File: config.mk
export PLATFORM = sky130hd
export DESIGN_NAME = stc_cell
export DESIGN_NICKNAME = d
export VERILOG_FILES = /design/src/design/stc_pkg.sv /design/src/design/stc_cell.sv
export SDC_FILE = /design/constraint.sdc
export NUM_CORES = 1
export LEC_CHECK = 0
export BUFFER_PORTS_ARGS = -buffer_cell sky130_fd_sc_hd__buf_2
export CORE_MARGIN = 3
export CORE_UTILIZATION = 30
export DETAILED_ROUTE_END_ITERATION = 12
export PLACE_DENSITY_LB_ADDON = 0.3
export SKIP_CTS_REPAIR_TIMING = 1
export SLEW_MARGIN = 20
export SYNTH_ARGS = -nofsm -noshare
export SYNTH_HDL_FRONTEND = slang
export SYNTH_SLANG_ARGS = --single-unit
File: constraint.sdc
create_clock -name clk -period 0.8 [get_ports clk]
set_input_delay 0.12 -clock clk [delete_from_list [all_inputs] [get_ports clk]]
set_output_delay 0.12 -clock clk [all_outputs]
set_load 0.05 [all_outputs]
File: src/design/stc_pkg.sv
// ----------------------------------------------------------------------------
// stc_pkg
// Shared types, widths and helpers for the subtour cut separation block.
// ----------------------------------------------------------------------------
package stc_pkg;

  localparam int unsigned SUM_W   = 22;
  localparam logic [SUM_W-1:0] SUM_MAX = {SUM_W{1'b1}};

  localparam logic KIND_LOAD = 1'b0;
  localparam logic KIND_RUN  = 1'b1;

  localparam logic TYPE_CUT     = 1'b0;
  localparam logic TYPE_SUMMARY = 1'b1;

  localparam logic [1:0] REG_NODE_COUNT = 2'd0;
  localparam logic [1:0] REG_PICK_THR   = 2'd1;
  localparam logic [1:0] REG_CUT_THR    = 2'd2;

  typedef struct packed {
    logic        kind;
    logic [10:0] edge_index;
    logic [15:0] edge_weight;
  } stc_in_t;

  typedef struct packed {
    logic             item_type;
    logic [5:0]       root_node;
    logic [63:0]      member_mask;
    logic [SUM_W-1:0] boundary_weight;
    logic [5:0]       cut_count;
    logic             last;
  } stc_out_t;

  // state held by one node cell
  typedef struct packed {
    logic [SUM_W-1:0] conn;
    logic             unas;
    logic             inset;
  } stc_node_t;

  // broadcast control to the row of cells
  typedef struct packed {
    logic shift;
    logic clr_all;
    logic clr_set;
  } stc_cell_ctl_t;

  function automatic logic [SUM_W-1:0] sat_add(input logic [SUM_W-1:0] a,
                                               input logic [SUM_W-1:0] b);
    logic [SUM_W:0] s;
    s = {1'b0, a} + {1'b0, b};
    return s[SUM_W] ? SUM_MAX : s[SUM_W-1:0];
  endfunction

endpackage

File: src/design/stc_cell.sv
// ----------------------------------------------------------------------------
// stc_cell
// One node cell of the ring: holds a node's connection sum and flags.
// ----------------------------------------------------------------------------
module stc_cell (
  input  logic                  clk,
  input  logic                  rst_n,
  input  stc_pkg::stc_cell_ctl_t ctl,
  input  stc_pkg::stc_node_t    d,
  output stc_pkg::stc_node_t    q
);
  import stc_pkg::*;

  stc_node_t node_r;

  // sum is always rewritten by the root pass before use, so it has no reset
  always_ff @(posedge clk) begin
    if (ctl.shift) begin
      node_r.conn <= d.conn;
    end
    if (!rst_n) begin
      node_r.unas  <= 1'b1;
      node_r.inset <= 1'b0;
    end else if (ctl.clr_all) begin
      node_r.unas  <= 1'b1;
      node_r.inset <= 1'b0;
    end else if (ctl.clr_set) begin
      node_r.inset <= 1'b0;
    end else if (ctl.shift) begin
      node_r.unas  <= d.unas;
      node_r.inset <= d.inset;
    end
  end

  assign q = node_r;

endmodule

**Word level (Yosys, flattened, before mapping)**

Cells that the tools add are included.

- Register bits: 24
- Logic and storage cells: 8
- Bits of input ports: 29

- Reduce and logical (&&, ||, !) cells: 3
- Bitwise logic cells: 2

Operators by type and width:

| cell | number |
|---|---|
| OR reduction 3 bit | 1 |
| NOT 1 bit | 2 |
| AND reduction 2 bit | 1 |
| OR reduction 2 bit | 1 |

**Depth between registers and ports, before layout**

Gate-level depths: netlist of run 1.

- Depth after elaboration: 2
- Mapped depth: 2
- Mapped depth without buffers: 2

**Least setup slack after synthesis of run 1**

No wires, ideal clock.

- Path type: register -> register
- Start: reg, netlist name q[0]
- End: reg node_r, in the netlist q[0]
- Required time: 0.727 ns
- Arrival: 0.910 ns
- Setup slack: -0.183 ns
- Period minus slack after synthesis: 0.983 ns
- Cell stages (with the launch flop): 3
- Path through: dfxtp_1 -> mux2i_1 -> nor3b_2

RTL lines:

| element | RTL line | source |
|---|---|---|
| to (decl) | stc_cell.sv:14 | `stc_node_t node_r;` |

**Worst setup path after layout of run 1**

- Start: reg node_r, in the netlist q[11]
- End: out q[11] (netlist bit)

RTL lines:

| element | RTL line | source |
|---|---|---|
| to (decl) | stc_cell.sv:10 | `output stc_pkg::stc_node_t q` |

No word-level cell between the ends.

==> reports/metrics.yaml, run 1 <==
tritoncts: "done"
clock_latency_ns: 0.30
reg2reg_slack_ns: 0.15
skew_ns: 0
dr.pass1.iters: 3
ys_warn_count: 0
hp-class: "in -> reg"
cts_made_buffers: 3
area_growth_pct: 100.5
fin_crit_ns: 1.005
powerDensity_nw_per_um2: 2034
critPathSlowestCell: "edfxtp_1"
die_y_um: 56.15
cts-htree-levels: 1
syn_nets: 60
startpoint: "q[11]"
leakagePower_nw: 0.6487
maxSlewViolCount: 0
synth.distinct_cells: 8
drc_errors: 0
path_class: "reg -> out"
post-place-ws_ns: 0.02194
critPathBufInv: 1
grt-ovfl-total: 0
ant_nets: 0
grt_max_degree: 17
io_pins: 53
grt_pass1_wl_um: 2263
dpl_cell_area_um2: 1080
gp_congestion: 0.6941
layout_setup_ws_ns: -0.2053
path_max_fanout: 1
rsz0062_at_grt: "yes"
start_util: 0.3284
reg2reg_to: "q[0]"
violations: "setup timing"
hold_violations: 0
stdcell_count: 140
synthTopCellsByArea: "edfxtp_1 88%, dfxtp_1 5.3%, nor2b_1 1.7%"
endpoint: "q[11]"
reg2reg_depth: 2
timing.fmax_mhz: 994.7
rows: 17
coreArea_um2: 2297
critPathRequiredTime_ns: 0.68
ir_drop_mv: 1.139
largest_reg_flops: 24
grt.total_usage: 0.09461
dp.cells: 113
cts_buffer_depth: 2
fin_crit_sh: 1.257
arrival_ns: 0.89
io_buffers: 52
cts_root_buf: "clkbuf_4"
maxCapViolCount: 0
yosysTopAreaCell: "edfxtp_1"
synthCells: 31
ys_seq_elements: 24
dp_hpwl_um: 1176
status: "complete, but fails checks"
viasPerCell: 4.143
avgRoutedWirePerCell_um: 12.61
crit_family: "flip-flops"
finalSetupViolations: 24
clock-sinks: 24
fin_area_um2: 1513
worst_setup_path_end_kind: "output port"
floorplan.die_area_um2: 3153
grt_pass1_vias: 512
syn-cell-area_um2: 754.5
cpPeakStageDelay_ns: 0.41
path_depth: 1
critical_path.cell_chain: "buf_6"
slew-limit-headroom: 0.8887
clk_pin_slew_ns: 0.12
worstMarginPinSlew_ns: 0.1623
drive_gt1_frac: 0.5446
grt_antenna_before_repair: 0
vias: 580
syn_area_per_cell_um2: 24.34
initialDrtViolationCount: 7
yosysSeqAreaShare: 0.9287
routed_wl_um: 1766
yosysTopAreaCellShare: 0.8756
antenna_cells: 0
startpoint_type: "register"
nNetsFinal: 142
rr_startpoint: "q[0]"
fp.dieW_um: 56.15
-- metrics by stage --
stage	hold slack, ns	utilization	power (mW)	TNS, ns
after CTS	-0.03128	0.4929	2.898	-5.716
final	0.04289	0.6585	3.078	-4.474
after floorplan	0.1821	-	1.867	-0.01057
after detailed placement	0.2986	0.4700	2.054	0
after global placement	0.2975	0.4700	2.048	0
after global routing	0.05100	0.6585	3.205	-5.656
-- per-layer routing --
metal | share of wire | routed length (um) | vias to the layer above | track usage
li1 | - | - | 281 | -
met1 | 0.33 | 585 | 262 | 0.1029
met2 | 0.56 | 995 | 35 | 0.1469
met3 | 0.10 | 176 | 2 | 0.05104
met4 | 0.0045 | 8 | 0 | 0.05085
met5 | 0 | 0 | - | 0
-- worst min-delay path by stage --
stage | startpoint | end | slack [ns] | cells past startpoint
final | ctl[1] | q[1] | 0.04 | 3
after global routing | ctl[1] | q[1] | 0.05 | 3
after CTS | d[2] | q[2] | -0.03 | 1
after detailed placement | d[17] | q[17] | 0.30 | 1
after global placement | d[19] | q[19] | 0.30 | 1
after floorplan | ctl[0] | q[0] | 0.18 | 1
-- synth_stat cells (all sizes together) --
library cell,number
o211ai,1
mux2i,1
nand3b,1
nor3b,1
inv,1
dfxtp,2
edfxtp,22
nor2b,2
-- power breakdown --
part / internal (mW) / switching (mW) / total [mW]
registers: 1.47 / 0.0436 / 1.52
logic: 0.308 / 0.417 / 0.725
clock network: 0.506 / 0.330 / 0.836
-- cell type report --
cell class                 count  area, um^2
clock buffer                   3       22.52
clock inverter                 1       30.03
fill                         182       784.5
inverter                       1       3.754
multi-input combinational      6       50.05
sequential                    24       703.2
tap                           28       35.03
timing repair buffer          77       668.1
-- placed cells by master, fill, tap and decap left out --
master / Yosys / layout
nand3b_1: 1 / 1
o211ai_1: 1 / 1
edfxtp_1: 22 / 22
buf_4: 0 / 1
buf_6: 0 / 24
dlygate4sd3_1: 0 / 23
bufinv_16: 0 / 1
mux2i_1: 1 / 1
inv_1: 1 / 1
nor2b_1: 2 / 2
dfxtp_2: 0 / 2
buf_12: 0 / 1
buf_2: 0 / 28
clkbuf_4: 0 / 3
nor3b_2: 1 / 1
-- logic make-up (layout without fill, tap and decap cells) --
logic type | count (synthesis) | in the layout | share of synthesized area
AOI/OAI and AO/OA | 1 | 1 | 0.009954
DFF | 24 | 24 | 0.9287
buffers and inverters | 1 | 82 | 0.004970
muxes | 1 | 1 | 0.01327
and+or+nand+nor | 4 | 4 | 0.04312
No activity file was read; power rests on OpenSTA's default activity.
==> run 2: changes to the inputs <==
--- a/config.mk
+++ b/config.mk
@@ -10,8 +10,9 @@
 export CORE_UTILIZATION = 30
 export DETAILED_ROUTE_END_ITERATION = 12
 export PLACE_DENSITY_LB_ADDON = 0.3
+export SETUP_SLACK_MARGIN = 0.15
 export SKIP_CTS_REPAIR_TIMING = 1
-export SLEW_MARGIN = 20
+export SLEW_MARGIN = 40
 export SYNTH_ARGS = -nofsm -noshare
 export SYNTH_HDL_FRONTEND = slang
 export SYNTH_SLANG_ARGS = --single-unit
==> run 2 against run 1 <==
Effect of this change:
- the flow finishes with violations (hold timing, setup timing)
- worst setup slack improved by 0.0034 ns
- global-route usage shrank 1.3 points
- combinational power is 11% lower
- first-iteration DRC count stayed put
- clock power fell by 41%
- critical endpoint is now q[5]
- core utilization shrank 9.8 points
- sequential power is essentially flat
- count of clock-buffer cells in the layout unchanged
- clock skew stayed put
- sequential share of layout area grew 8.5 points
- non-clock buffer count is 21 lower
- register-to-register slack worse by 0.06 ns
==> reports/metrics.yaml, run 2 (synthesis gave the netlist of run 1 again) <==
tritoncts: "done"
path_class: "reg -> out"
fp.dieW_um: 56.15  # unchanged
grt.total_usage: 0.08163  # -0.01298
rsz0062_at_grt: "yes"
cts_made_buffers: 3  # unchanged
floorplan.die_area_um2: 3153  # unchanged
critPathSlowestCell: "edfxtp_1"
hold_violations: 22  # +22
grt_pass1_vias: 463  # -9.6%
layout_common_cells: "28 x buf_2, 22 x buf_6, 22 x edfxtp_1, 3 x clkbuf_4, 3 x buf_4"
cts_root_buf: "clkbuf_4"
crit_family: "flip-flops"
status: "complete, but fails checks"
rows: 17  # unchanged
min_from: "d[11]"
drc_errors: 0  # unchanged
clk_pin_slew_ns: 0.12  # about the same
initialDrtViolationCount: 7  # unchanged
critPathRequiredTime_ns: 0.68  # about the same
grt_max_degree: 15  # -2
worst_setup_path_end_kind: "output port"
clock-sinks: 24  # unchanged
hp-class: "in -> reg"
violations: "hold timing, setup timing"
routed_wl_um: 1431  # -19%
fin_crit_ns: 1.002  # -0.003363 ns
clock_latency_ns: 0.29  # about the same
largest_reg_flops: 24  # unchanged
critical_path.cell_chain: "buf_6"
coreArea_um2: 2297  # unchanged
drive_gt1_frac: 0.7033  # +0.1587
cpPeakStageDelay_ns: 0.42  # about the same
maxSlewViolCount: 0  # unchanged
slew-limit-headroom: 0.8797  # -0.009079
dr.pass1.iters: 3  # unchanged
critPathBufInv: 1  # unchanged
start_util: 0.3284  # unchanged
timing.fmax_mhz: 998.0  # +0.34%
layout_commonest_cell: "buf_2"
io_pins: 53  # unchanged
layout_setup_ws_ns: -0.2020  # +0.003363 ns
rr_startpoint: "q[1]"
grt_antenna_before_repair: 0  # unchanged
skew_ns: 0  # unchanged
post-place-ws_ns: 0.04297  # +0.02102 ns
fin_crit_sh: 1.252  # -0.004204
post-route-util: 0.5605  # -0.09804
powerDensity_nw_per_um2: 2059  # +1.2%
gp_congestion: 0.6905  # -0.52%
worstMarginPinSlew_ns: 0.1770  # +0.01476 ns
whs_ns: -0.01346  # -0.05635 ns
maxCapViolCount: 0  # unchanged
leakagePower_nw: 0.5477  # -16%
cts-htree-levels: 1  # unchanged
vias: 496  # -14%
io_buffers: 52  # unchanged
cts_buffer_depth: 2  # unchanged
startpoint_type: "register"
dp.cells: 114  # +0.88%
area_growth_pct: 70.65
viasPerCell: 4.168  # +0.61%
arrival_ns: 0.88  # about the same
total_power_mw: 2.651  # -14%
grt_pass1_wl_um: 1952  # -14%
antenna_cells: 0  # unchanged
nNetsFinal: 121  # -15%
nFillCells: 208  # +14%
path_max_fanout: 1  # unchanged
avgRoutedWirePerCell_um: 12.03  # -4.7%
stdcell_count: 119  # -15%
grt-ovfl-total: 0  # unchanged
ir_drop_mv: 1.297  # +14%
startpoint: "q[5]"
finalSetupViolations: 24  # unchanged
die_y_um: 56.15  # unchanged
ant_nets: 0  # unchanged
-- run 2: cell types whose count changed in the layout (fill, tap and decap cells not counted), sizes merged --
cell | before | now
dlygate4sd3 | 23 | 0
buf | 54 | 56
bufinv | 1 | 0
clkinv | 0 | 1
-- run 2: layout make-up --
cell class,count,area (um^2),share of cell area
clock inverters,1,3.754,0.002915
repair buffers,56,460.4,0.3576
clock buffers,3,22.52,0.01749
well taps,28,35.03,0.02721
multi-input cells,6,53.80,0.04179
flip-flops and latches,24,708.2,0.5501
inverters,1,3.754,0.002915
-- run 2: path summary, 6_finish.rpt --
| kind | to | slack [ns] | cells after the start |
|---|---|---|---|
| max | q[5] | -0.20 | 1 |
| min | q[11] | -0.01 | 1 |
| max reg2reg | q[1] | 0.09 | 3 |
| min reg2reg | q[0] | 0.63 | 2 |
-- run 2: metal layers --
metal  global-route usage  share of wire
met5                    0              0
met4              0.04068              0
met3              0.03712           0.12
met2               0.1235           0.51
met1              0.09749           0.37
-- run 2: where the power goes --
group	internal, mW	total [mW]	switching, mW
clock	0.182	0.497	0.315
sequential	1.47	1.51	0.0405
combinational	0.244	0.647	0.403
total	1.89	2.65	0.759
-- run 2: per-stage QoR --
stage | instance area, um^2 | TNS (ns)
global placement | 1092 | 0
floorplan | 762.0 | 0
detailed placement | 1092 | 0
finish | 1287 | -4.235
global route | 1287 | -5.630
CTS | 1119 | -5.660
